### config.mk
export PLATFORM = sky130hd
export DESIGN_NAME = smeas_front
export DESIGN_NICKNAME = d
export VERILOG_FILES = /design/src/simplex_measure_assert.svh /design/src/smeas_pkg.sv /design/src/smeas_front.sv
export SDC_FILE = /design/constraint.sdc
export NUM_CORES = 1
export LEC_CHECK = 0
export BUFFER_PORTS_ARGS = -buffer_cell sky130_fd_sc_hd__buf_2
export CORE_AREA = 2 2 151 153
export CTS_BUF_LIST = sky130_fd_sc_hd__clkbuf_16
export CTS_CLUSTER_DIAMETER = 50
export DETAILED_ROUTE_END_ITERATION = 16
export DIE_AREA = 0 0 153 155
export SYNTH_ARGS = -nofsm -noshare
export SYNTH_HDL_FRONTEND = slang
export SYNTH_SLANG_ARGS = --single-unit
### constraint.sdc
create_clock -name clk -period 4.11 [get_ports clk]
set_input_delay 0.411 -clock clk [delete_from_list [all_inputs] [get_ports clk]]
set_output_delay 0.411 -clock clk [all_outputs]
set_load 0.1 [all_outputs]
### src/simplex_measure_assert.svh
// Assertion macros for the simplex measure block.
// Included by the top level only; no other dependencies.
`ifndef SIMPLEX_MEASURE_ASSERT_SVH
`define SIMPLEX_MEASURE_ASSERT_SVH

// Implication checked on every clock edge outside reset
`define SMEAS_ASSERT_IMPL(lbl, ck, rs, ante, cons) \
  lbl: assert property (@(posedge ck) disable iff (rs) (ante) |-> (cons)) \
    else $error("simplex_measure: implication check failed");

// Condition that must never be seen outside reset
`define SMEAS_ASSERT_NEVER(lbl, ck, rs, cond) \
  lbl: assert property (@(posedge ck) disable iff (rs) !(cond)) \
    else $error("simplex_measure: forbidden condition seen");

`endif

### src/smeas_pkg.sv
// Shared types and constants for the simplex measure block.
// No dependencies; imported by every module of the block.
`default_nettype none

package smeas_pkg;

  localparam int COORD_W  = 16;
  localparam int NUM_COORD = 12;
  localparam int EDGE_W   = COORD_W + 1;
  localparam int PROD_W   = 2 * EDGE_W;
  localparam int MEAS_W   = 56;
  localparam int ROOT_W   = 43;
  localparam int RAD_W    = 2 * ROOT_W;
  localparam int REM_W    = ROOT_W + 3;
  localparam int DIM_W    = 2;
  localparam int CFG_IDX_W = 1;
  localparam int IN_DATA_W = COORD_W * NUM_COORD;
  localparam int OUT_DATA_W = 56;

  // 1.0 with 24 fraction bits
  localparam logic [MEAS_W-1:0] ONE_Q24 = MEAS_W'(1) << 24;

  typedef enum logic [CFG_IDX_W-1:0] {
    CFG_WORLD_DIM = 1'b0,
    CFG_ELEM_DIM  = 1'b1
  } cfg_idx_t;

  typedef enum logic [2:0] {
    MODE_ONE   = 3'd0,
    MODE_ERR   = 3'd1,
    MODE_W1    = 3'd2,
    MODE_LEN2  = 3'd3,
    MODE_DET2  = 3'd4,
    MODE_LEN3  = 3'd5,
    MODE_AREA3 = 3'd6,
    MODE_VOL3  = 3'd7
  } mode_t;

  typedef struct packed {
    mode_t                               mode;
    logic [NUM_COORD-1:0][COORD_W-1:0]  coord;
  } item_t;

  typedef struct packed {
    logic full;
    logic empty;
  } q_status_t;

  typedef struct packed {
    logic              use_root;
    logic              err;
    logic [MEAS_W-1:0] direct;
  } side_t;

endpackage

`default_nettype wire

### src/smeas_front.sv
// Front end: configuration registers and item classification.
// Depends on smeas_pkg.
`default_nettype none

module smeas_front (
  input  wire logic                            clk,
  input  wire logic                            rst,
  input  wire logic                            cfg_we,
  input  wire logic [smeas_pkg::CFG_IDX_W-1:0] cfg_idx,
  input  wire logic [smeas_pkg::DIM_W-1:0]     cfg_data,
  input  wire logic [smeas_pkg::IN_DATA_W-1:0] in_data,
  output smeas_pkg::item_t                     item
);
  import smeas_pkg::*;

  logic [DIM_W-1:0] world_dim;
  logic [DIM_W-1:0] elem_dim;
  mode_t            mode;

  // configuration writes
  always_ff @(posedge clk) begin
    if (rst) begin
      world_dim <= DIM_W'(3);
      elem_dim  <= DIM_W'(3);
    end else if (cfg_we) begin
      unique case (cfg_idx_t'(cfg_idx))
        CFG_WORLD_DIM: world_dim <= cfg_data;
        CFG_ELEM_DIM:  elem_dim  <= cfg_data;
        default: ;
      endcase
    end
  end

  // classify the transaction by the dimensions
  always_comb begin
    priority if (elem_dim == '0)        mode = MODE_ONE;
    else if (elem_dim > world_dim)      mode = MODE_ERR;
    else if (world_dim == DIM_W'(1))    mode = MODE_W1;
    else if (world_dim == DIM_W'(2))    mode = (elem_dim == DIM_W'(1)) ? MODE_LEN2 : MODE_DET2;
    else if (elem_dim == DIM_W'(1))     mode = MODE_LEN3;
    else if (elem_dim == DIM_W'(2))     mode = MODE_AREA3;
    else                                mode = MODE_VOL3;
  end

  assign item.mode  = mode;
  assign item.coord = in_data;

endmodule

`default_nettype wire

Word-level counts from Yosys, hierarchy flattened
Index checks and enable logic that the tools add are counted.
Storage, ports and cells
  input bits: 198
  register bits: 4
  logic and storage cells: 18
  output and inout bits: 195
Operators by class
  eq/ne operators: 4
  bitwise operators: 1
  mux-type cells: 7
  magnitude comparators: 1
  reductions and logical operators: 3
Operators by type and width (number)
  2-to-1 mux 3 bit: 5
  == test 2 x 1 -> 1 bit, second input constant: 2
  == test 2 bit, second input constant: 2
  AND reduction 2 bit: 2
  greater-than comparator 2 bit: 1
  logical NOT 2 bit: 1
  2-to-1 mux 2 bit: 1
  2-to-1 mux 1 bit: 1
  inverter 1 bit: 1

Logic depth before layout (Yosys ltp)
  depth after elaboration: 7
  depth in mapped cells: 5
  gate-level depth less buffers: 5

Least setup slack after synthesis
Ideal clock, no wire load.
  path kind: register to output
  from: register world_dim[1]
  to: output port item[193] in the netlist's numbering
  arrival: 3065 ps
  slack: 634 ps
  required time: 3699 ps
  cell stages (with the launch flop): 6
  path buffers: 0
  cells stage by stage: dfxtp_1 > inv_1 > ha_1 > nor2b_4 > o21a_4 > nor3_1
RTL lines
  start, declared: line smeas_front.sv:16  | logic [DIM_W-1:0] world_dim;
  start signal, assigned: line smeas_front.sv:27  | CFG_WORLD_DIM: world_dim <= cfg_data;
  end, declared: line smeas_front.sv:12  | output smeas_pkg::item_t item

==> results.sh <==
export IMPL_design_core_area_mm2=0.0222
export IMPL_fin_util_pct=3.46
export IMPL_ctsHoldBuffers=0
export IMPL_holdPathEnd="world_dim[0]$_SDFFE_PP1P_"
export IMPL_worstRegToRegCells=1
export IMPL_postCtsResizedCells=0
export IMPL_power_switching_mw=0.0945
export IMPL_fin_skew_ns=0
export IMPL_drc=0
export IMPL_syn_instance_count=225
export IMPL_cts_buffers=3
export IMPL_clk_pin_slew_ns=0.03
export IMPL_fin_ws_ns=1.60
export IMPL_rr_startpoint="elem_dim[1]$_SDFFE_PP1P_"
export IMPL_synth_compound_area_share_pct=3.82
export IMPL_swShare_pct=33.4
export IMPL_fillers=2634
export IMPL_chipWidth_um=153
export IMPL_start_util_pct=7.82
export IMPL_dp_hpwl_um=4520
export IMPL_hold_class="input port to register"
export IMPL_drt_initial_drc_count=36
export IMPL_fin_nets=247
export IMPL_grt_overflow_total=0
export IMPL_worstSkewPairLatency_ns=0.22
export IMPL_mostFrequentLayoutCell="buf_2"
export IMPL_status="finished clean"
export IMPL_setup_viol=0
export IMPL_slew_headroom_pct=67.7
export IMPL_path_max_fanout=4
export IMPL_clock_path_buffers=2
export IMPL_synthAdderAreaFrac_pct=2.16
export IMPL_synth_seq_area_share_pct=4.61
export IMPL_startpoint_type="register"
export IMPL_via_count=600
export IMPL_antenna_found_initial=2
export IMPL_r2r_end="elem_dim[1]$_SDFFE_PP1P_"
export IMPL_clock_tree_htree_level_count=1
export IMPL_place_inst=326
export IMPL_finalWorstPathRequiredPeriod_ns=2.51
export IMPL_yosys_warnings=0
export IMPL_powerDensity_mw_per_mm2=368
export IMPL_pwr_share_clk_pct=52.9
export IMPL_grt_max_degree=7
export IMPL_hold_viol=0
export IMPL_power_total_mw=0.283
export IMPL_worstHoldPathCells=2
export IMPL_r2r_setup_slack_ns=3.38
export IMPL_avgSynthCellArea_um2=7.72
export IMPL_pwr_share_comb_pct=31.4
export IMPL_dieArea_mm2=0.0237
export IMPL_cp_arrival_ns=2.09
export IMPL_drv_slew=0
export IMPL_period_share_pct=61.0
export IMPL_grt_pass1_vias=692
export IMPL_synth_simple_area_share_pct=5.26
export IMPL_rows=55
export IMPL_antennaDiodeCount=0
export IMPL_synth_cell_types=18
export IMPL_vias_per_cell=1.82
export IMPL_rsz0062_at_grt="no"
export IMPL_tightestPinTransition_ns=0.488
export IMPL_gr_usage_all_layers_pct=4.15
export IMPL_synth_nets=426
export IMPL_drive_above_1_share_pct=34.1
export IMPL_ir_drop_mv=0.0998
export IMPL_syn_area_mm2=0.00174
export IMPL_drtAntennaViolNets=0
export IMPL_tritoncts="yes"
export IMPL_grt_pass1_wl_um=6110
export IMPL_critPathCaptureType="primary output"
export IMPL_final_area_um2=768
export IMPL_max_freq_mhz=399
export IMPL_drt_pass1_iter_count=5
export IMPL_seq_power_share_pct=15.7
export IMPL_cts_root_buf="clkbuf_16"
export IMPL_leakagePower_nw=0.229
export IMPL_place_ws_ns=1.78
export IMPL_wl_per_cell_um=16.3
export IMPL_p_int_mw=0.189
export IMPL_fp_dieH_um=155
export IMPL_port_buffers=8
export IMPL_synth_top_family_by_area="buffers and inverters"
export IMPL_gp_congestion=0.568
export IMPL_synth_xor_area_share_pct=0
export IMPL_critPathLaunch="world_dim[1]$_SDFFE_PP1P_"
export IMPL_fin_cells=329
export IMPL_synth_seq_cells=4
export IMPL_tns_ns=0
export IMPL_pin_count=393
export IMPL_critPathKind="register to primary output"
export IMPL_layout_common_cells="buf_2, nor2_1, dfxtp_1"
export IMPL_drv_cap=0
export IMPL_wirelength_um=5350
export IMPL_hold_start="rst"
export IMPL_post_synth_mux_area_share_pct=0.576
export IMPL_area_delta_synth_final_pct=-55.8
export IMPL_numClockSinks=4
export IMPL_cts_setup_buffers=0
export IMPL_placedInstanceArea_um2=693
export IMPL_required_ns=3.70
export IMPL_whs_ns=0.426
-- power groups by stage --
stage | Combinational, mW | Clock (mW) | Sequential [mW]
after floorplan | 0.955 | 0 | 0.0442
after global placement | 0.0896 | 0 | 0.0447
after detailed placement | 0.0899 | 0 | 0.0450
after CTS | 0.0901 | 0.153 | 0.0445
after global routing | 0.0944 | 0.155 | 0.0450
final | 0.0887 | 0.150 | 0.0446
-- worst max path at each step --
stage / end / slack [ns] / depth (start not counted)
5_1_grt: item[194] / 1.46 / 6
3_5_place_dp: item[194] / 1.78 / 6
6_report: item[194] / 1.60 / 6
2_1_floorplan: item[193] / 0.63 / 5
4_1_cts: item[194] / 1.54 / 6
3_3_place_gp: item[194] / 1.80 / 6
-- routing by layer --
| metal | up-vias | routed length [um] | global-route usage [%] |
|---|---|---|---|
| met5 | - | 81 | 1.66 |
| met4 | 6 | 909 | 6.79 |
| met3 | 106 | 1780 | 6.74 |
| met2 | 189 | 1860 | 4.42 |
| met1 | 159 | 723 | 1.57 |
| li1 | 140 | - | - |
-- critical path, cell delays in order, from the launching register on --
cell and delay (ns):
dfxtp_1 0.36, inv_1 0.06, ha_1 0.31, nor2b_4 0.14, o21a_4 0.20, nor4_2 0.31, buf_2 0.49
-- Yosys cell counts (all sizes together) --
cell	instances	area, um2
nand2	2	7.51
o211a	1	10.0
a21oi	1	5.00
inv	3	11.3
nor2	4	15.0
dfxtp	4	80.1
nor4	1	12.5
a211o	3	26.3
o21a	1	15.0
o22a	1	10.0
and3	1	6.26
nor2b	4	32.5
buf	192	1440
nand2b	2	12.5
nor3	1	5.00
mux2i	1	10.0
ha	3	37.5
-- cell families (layout without fill, tap and decap cells) --
family / count (synthesis) / count (layout)
buffers and inverters: 195 / 14
and+or+nand+nor: 15 / 15
AOI/OAI and AO/OA: 7 / 7
DFF: 4 / 4
adders and majority gates: 3 / 3
muxes: 1 / 1
-- cell type report --
class                      count  area (um2)  area share [%]
tap                          285         357            46.4
multi-input combinational     26         205            26.7
sequential                     4        80.1            10.4
timing repair buffer           8        40.0            5.21
inverter                       3        11.3            1.47
clock buffer                   3        75.1            9.77
-- registers in the layout, indices dropped and copies added (netlist names) --
signal     flops
elem_dim       2
world_dim      2
No activity file was read; power rests on OpenSTA's default activity.
