`config.mk`:
```
export PLATFORM = sky130hd
export DESIGN_NAME = smeas_queue
export DESIGN_NICKNAME = d
export VERILOG_FILES = /design/src/simplex_measure_assert.svh /design/src/smeas_pkg.sv /design/src/smeas_queue.sv
export SDC_FILE = /design/constraint.sdc
export NUM_CORES = 1
export LEC_CHECK = 0
export ABC_AREA = 1
export BUFFER_PORTS_ARGS = -buffer_cell sky130_fd_sc_hd__buf_2
export CORE_MARGIN = 8
export CORE_UTILIZATION = 47
export DETAILED_ROUTE_END_ITERATION = 6
export GPL_ROUTABILITY_DRIVEN = 0
export PLACE_DENSITY_LB_ADDON = 0.12
export SLEW_MARGIN = 20
export SYNTH_ARGS = -nofsm -noshare
export SYNTH_HDL_FRONTEND = slang
export SYNTH_SLANG_ARGS = --single-unit
```
`constraint.sdc`:
```
create_clock -name clk -period 9.8 [get_ports clk]
set_input_delay 0.49 -clock clk [delete_from_list [all_inputs] [get_ports clk]]
set_output_delay 0.49 -clock clk [all_outputs]
set_load 0.02 [all_outputs]
```
`src/simplex_measure_assert.svh`:
```
// Assertion macros for the simplex measure block.
// Included by the top level only; no other dependencies.
`ifndef SIMPLEX_MEASURE_ASSERT_SVH
`define SIMPLEX_MEASURE_ASSERT_SVH

// Implication checked on every clock edge outside reset
`define SMEAS_ASSERT_IMPL(lbl, ck, rs, ante, cons) \
  lbl: assert property (@(posedge ck) disable iff (rs) (ante) |-> (cons)) \
    else $error("simplex_measure: implication check failed");

// Condition that must never be seen outside reset
`define SMEAS_ASSERT_NEVER(lbl, ck, rs, cond) \
  lbl: assert property (@(posedge ck) disable iff (rs) !(cond)) \
    else $error("simplex_measure: forbidden condition seen");

`endif

```
`src/smeas_pkg.sv`:
```
// Shared types and constants for the simplex measure block.
// No dependencies; imported by every module of the block.
`default_nettype none

package smeas_pkg;

  localparam int COORD_W  = 16;
  localparam int NUM_COORD = 12;
  localparam int EDGE_W   = COORD_W + 1;
  localparam int PROD_W   = 2 * EDGE_W;
  localparam int MEAS_W   = 56;
  localparam int ROOT_W   = 43;
  localparam int RAD_W    = 2 * ROOT_W;
  localparam int REM_W    = ROOT_W + 3;
  localparam int DIM_W    = 2;
  localparam int CFG_IDX_W = 1;
  localparam int IN_DATA_W = COORD_W * NUM_COORD;
  localparam int OUT_DATA_W = 56;

  // 1.0 with 24 fraction bits
  localparam logic [MEAS_W-1:0] ONE_Q24 = MEAS_W'(1) << 24;

  typedef enum logic [CFG_IDX_W-1:0] {
    CFG_WORLD_DIM = 1'b0,
    CFG_ELEM_DIM  = 1'b1
  } cfg_idx_t;

  typedef enum logic [2:0] {
    MODE_ONE   = 3'd0,
    MODE_ERR   = 3'd1,
    MODE_W1    = 3'd2,
    MODE_LEN2  = 3'd3,
    MODE_DET2  = 3'd4,
    MODE_LEN3  = 3'd5,
    MODE_AREA3 = 3'd6,
    MODE_VOL3  = 3'd7
  } mode_t;

  typedef struct packed {
    mode_t                               mode;
    logic [NUM_COORD-1:0][COORD_W-1:0]  coord;
  } item_t;

  typedef struct packed {
    logic full;
    logic empty;
  } q_status_t;

  typedef struct packed {
    logic              use_root;
    logic              err;
    logic [MEAS_W-1:0] direct;
  } side_t;

endpackage

`default_nettype wire

```
`src/smeas_queue.sv`:
```
// Two-entry queue between classifier and arithmetic pipeline.
// Depends on smeas_pkg.
`default_nettype none

module smeas_queue (
  input  wire logic          clk,
  input  wire logic          rst,
  input  wire logic          push,
  input  smeas_pkg::item_t   push_item,
  input  wire logic          pop,
  output smeas_pkg::item_t   head,
  output smeas_pkg::q_status_t status
);
  import smeas_pkg::*;

  item_t      mem [2];
  logic       wptr;
  logic       rptr;
  logic [1:0] cnt;

  // storage
  always_ff @(posedge clk) begin
    if (push && !status.full) mem[wptr] <= push_item;
  end

  // pointers and fill count
  always_ff @(posedge clk) begin
    if (rst) begin
      wptr <= 1'b0;
      rptr <= 1'b0;
      cnt  <= 2'd0;
    end else begin
      if (push && !status.full) wptr <= ~wptr;
      if (pop && !status.empty) rptr <= ~rptr;
      cnt <= cnt + 2'((push && !status.full)) - 2'((pop && !status.empty));
    end
  end

  assign head         = mem[rptr];
  assign status.full  = (cnt == 2'd2);
  assign status.empty = (cnt == 2'd0);

endmodule

`default_nettype wire

```
==> Word-level counts from Yosys, hierarchy flattened <==
Memories as Yosys holds them, arrays and structs flattened. A register that Yosys moved wholly into a read port is not among the register bits.
Index checks and enable logic that the tools add are counted.
{ "word_totals": {"out_inout_bits": 197, "mem_bits_rw": 390, "ff_bits": 4, "mem_count": 1, "input_bits": 199} }
{ "classes": {"eq_ne": 1, "n_addsub": 2, "n_bitwise": 2, "reduce_logical": 5, "n_mux": 4} }
{ "mem_list": {"columns": ["name", "words", "width", "read_ports", "rd_ports_with_merged_regs", "write_ports", "line", "source"], "rows": [
  ["mem", 2, 195, 1, 1, 1, "smeas_queue.sv:16", "item_t mem [2];"]
]} }
{ "ops": {"columns": ["cell", "count"], "rows": [
  ["$mux W1", 4],
  ["$add A2 B1 Y2", 1],
  ["$eq A2 B2 Y1 const B", 1],
  ["$logic_and A1 B1 Y1", 2],
  ["$logic_not A1 Y1", 2],
  ["$logic_not A2 Y1", 1],
  ["$not A1 Y1", 2],
  ["$sub A2 B1 Y2", 1]
]} }

==> Logic depth before layout (Yosys ltp) <==
{ "logic_depth": {"depth_word": 5, "mapped_depth": 11, "mapped_depth_nobuf": 11} }

==> Worst setup path after synthesis <==
OpenSTA, ideal clock, no wires.
{ "synth_timing": {"path_kind": "register -> register", "startpoint": "register cnt[0]", "endpoint": "memory mem[0][0] in the netlist's numbering (enable)", "setup_time_ps": 752, "setup_slack_ps": 402, "path_stages_with_launch": 5, "synth_period_minus_slack_ps": 9398, "t_arrival_ps": 8645, "required_ps": 9048, "path_cell_list": "dfxtp_1 -> inv_1 -> nand2_1 -> nand2_1 -> nor2_1"} }
{ "synth_between": {"elab_chain_cells": 5} }
{ "synth_rtl": {"columns": ["element", "line", "source"], "rows": [
  ["start: declaration", "smeas_queue.sv:19", "logic [1:0] cnt;"],
  ["start signal: assignment", "smeas_queue.sv:35", "cnt <= cnt + 2'((push && !status.full)) - 2'((pop && !status.empty));"],
  ["$eq A2 B2 Y1", "smeas_queue.sv:40", "assign status.full = (cnt == 2'd2);"],
  ["$logic_not A1 Y1", "smeas_queue.sv:23", "if (push && !status.full) mem[wptr] <= push_item;"],
  ["$logic_and A1 B1 Y1", "smeas_queue.sv:23", null],
  ["$mux W1", "smeas_queue.sv:23", null],
  ["$mux W1 (not written as such)", "smeas_queue.sv:23", null],
  ["end: declaration", "smeas_queue.sv:16", null]
]} }
No other way between the ends.

==> impl_metrics.csv <==
group,metric,value,unit
run_status,outcome,"finished clean",
synth,register_bit_count_reported_by_yosys,395,
finish,count_of_nets_after_finishing,1269,
cts,cts_root_buffer,"clkbuf_16",
worst_setup_path,r2r_slack,6.78,ns
cts,cts_h_tree_depth,2,
global_routing,grt_start_max_net_pins,136,
worst_setup_path,worst_ep_required_time,9.31,ns
synth,post-synth-top-count-cell,"edfxtp_1",
timing,setup_ws,5.83,ns
cts,cts_made_buffers,40,
timing,worst_slew_pin_slew,1.11,ns
cts,numClockSinks,395,
timing,finalSetupViolCount,0,
drt,detailedRoute.firstIterationViolations,408,
synth,largest_cells_by_area_after_synthesis,"edfxtp_1 (78%), mux2_4 (15%), mux2_2 (3.4%)",
place,post_dp_hpwl,22700,um
drt,routed-via-count,7345,
floorplan,fp-row-count,65,
timing,slew_violations,0,
timing,fmaxAchievable,252,MHz
floorplan,design.portCount,396,
timing,timing.setup.tns,0,ns
timing,final_min_period_over_clock_period,40.5,%
cts,deepest_clock_path_buffer_count,3,
drt,ant_nets,0,
cts,post_cts_hold_buffer_count,0,
synth,synth_area,14900,um2
timing,timing.slew.headroom,26.3,%
finish,finish.utilization,58.9,%
global_routing,grt_overflow_total,0,
synth,synth_top_flop_cell,"edfxtp_1",
finish,n_fill_cell,2453,
global_routing,globalRouteTotalUtil,16.5,%
global_routing,global_route_wire_length_before_repair,47900,um
floorplan,overall_die_height,194,um
finish,final_layout_size_suffix_gt1_share,59.4,%
cts,ctsResizeCount,0,
timing,hold_violations,0,
timing,setup_repair_after_global_routing_missed_its_margin,"false",
finish,seq_area,11800,um2
finish,multiInputGateArea,2880,um2
synth,netlist_instances,646,
worst_setup_path,timing.rr.start,"cnt[0]$_SDFF_PP0_",
synth,ys_top_cells_by_count,"edfxtp_1 (390), mux2_4 (150), mux2_2 (45), buf_6 (18), inv_1 (10)",
global_routing,antenna_violations_before_repair,17,
job,timing.max_cap.violations,0,
drt,routed_wirelength,32400,um
worst_setup_path,startpoint_type,"flop",
global_routing,via_count_of_the_first_global_routing_pass,7957,
pwr,p_leak,7.23,nW
pwr,fin_total_pwr,5.05,mW
synth,synth.lib_cells_used.distinct,12,
place,detailedPlace.worstSlack,6.35,ns
pwr,power.density_cell_area,272,nW/um2
place,place.port_buffers,395,
drt,post_detailed_route_via_to_cell_ratio,4.88,
synth,synth_top_area_share,78.4,%
min_path,min-delay-path-class,"input port to flop",
floorplan,initial_utilization,47.5,%
cts,clk-insertion-delay-late,0.51,ns
timing,clock_period_minus_worst_slack,3.97,ns
floorplan,die_width,194,um
drt,number_of_design_rule_violations_left_after_detail_routing,0,
synth,synth_edf_count,390,
synth,synth_top_cell_by_area,"edfxtp_1",
min_path,worst_hold_startpoint,"rst",
synth,yosysWarningCount,0,
drt,drt_first_pass_iters,4,
floorplan,die_area,37800,um2
drt,route.detailed.wl_per_inst,21.6,um
worst_setup_path,worstSetupEndpointType,"output port",
worst_setup_path,timing.critical_path.arrival,3.48,ns
floorplan,core,31500,um2
cts,tritoncts,"yes",
cts,worst_setup_hold_path_clk_slew,0.06,ns
synth,synth.net_count,847,
worst_setup_path,largest_driver_fanout_on_the_critical_path,60,
cts,cts_setup_buffers,0,
synth,async_set_or_reset_register_ratio_after_synthesis,0,%
synth,synthesis.area_per_instance,23.1,um2
synth,seq_area_frac_synth,79.0,%
finish,area_growth_syn_to_layout,24.0,%
worst_setup_path,crit_type,"flop to output port",
pwr,power.ir.vdd_worst,0.165,mV
timing,finClkSkew,0.0159,ns
[routing by layer]
| layer | vias up | global-route usage (%) | wire, um |
|---|---|---|---|
| met2 | 309 | 27.3 | 15700 |
| li1 | 3405 | - | - |
| met3 | 71 | 7.32 | 3220 |
| met1 | 3546 | 18.9 | 12500 |
| met5 | - | 0 | 86 |
| met4 | 14 | 5.63 | 855 |
[flip-flops by register name (all words and copies together), names as in the netlist, named ones only]
register	flops
cnt	2
mem	390
rptr	1
wptr	1
[critical path, cell delays in order, from the launching register on]
cell and delay, ns:
dfxtp_4 0.59, buf_4 0.78, buf_4 0.89, mux2_4 0.36, buf_2 0.16
[power by group]
group	switching, mW	internal (mW)	leakage [nW]
Combinational	0.800	0.579	2.94
Clock	0.583	0.866	0.602
Sequential	0.0737	2.15	3.69
Total	1.46	3.59	7.23
[cell type report]
type                       count  share of cell area [%]
multi-input combinational    219                    15.5
clock buffer                  50                    5.72
inverter                      10                   0.243
sequential                   395                    63.7
clock inverter                18                   0.979
tap                          402                    2.71
antenna                        9                   0.121
timing repair buffer         402                    10.9
[cell families (layout without fill, tap and decap cells)]
family / after synthesis / in the layout / synth area share, %
flip-flops: 395 / 395 / 79.0
AO/OA/AOI/OAI: 2 / 2 / 0.0670
buffers and inverters: 32 / 480 / 1.74
multiplexers: 195 / 195 / 18.5
other: 0 / 9 / 0
AND/OR/NAND/NOR: 20 / 20 / 0.527
adder cells (fa/ha/maj): 2 / 2 / 0.167
[cells in the final DEF, fill, tap and decap left out, types with 3 or more instances in the layout]
master / Yosys / routed
dfxtp_1: 5 / 4
nand2_1: 8 / 8
clkinv_2: 0 / 4
nand3_1: 3 / 3
clkbuf_16: 0 / 41
buf_2: 4 / 395
mux2_4: 150 / 150
edfxtp_1: 390 / 390
inv_1: 10 / 9
mux2_2: 45 / 45
nor2_1: 9 / 8
diode_2: 0 / 9
bufinv_16: 0 / 4
clkinv_1: 0 / 9
buf_4: 0 / 7
clkbuf_1: 0 / 9
[stage by stage]
| step | hold WS [ns] | cells | area, um2 |
|---|---|---|---|
| 6_report | 0.138 | 1505 | 18500 |
| 5_1_grt | 0.126 | 1505 | 18500 |
| 4_1_cts | 0.115 | 1496 | 18500 |
| 3_5_place_dp | 0.503 | 1428 | 17300 |
| 3_3_place_gp | 0.484 | 1428 | 17300 |
| 2_1_floorplan | 0.467 | 646 | 14900 |
[worst paths after layout]
| path | to | cells past startpoint |
|---|---|---|
| hold reg to reg | rptr$_SDFFE_PP0P_ | 2 |
| setup / recovery | head[147] | 4 |
| setup reg to reg | mem[0][189]$_DFFE_PP_ | 6 |
| hold / removal | cnt[0]$_SDFF_PP0_ | 2 |
No activity file was read; power rests on OpenSTA's default activity.
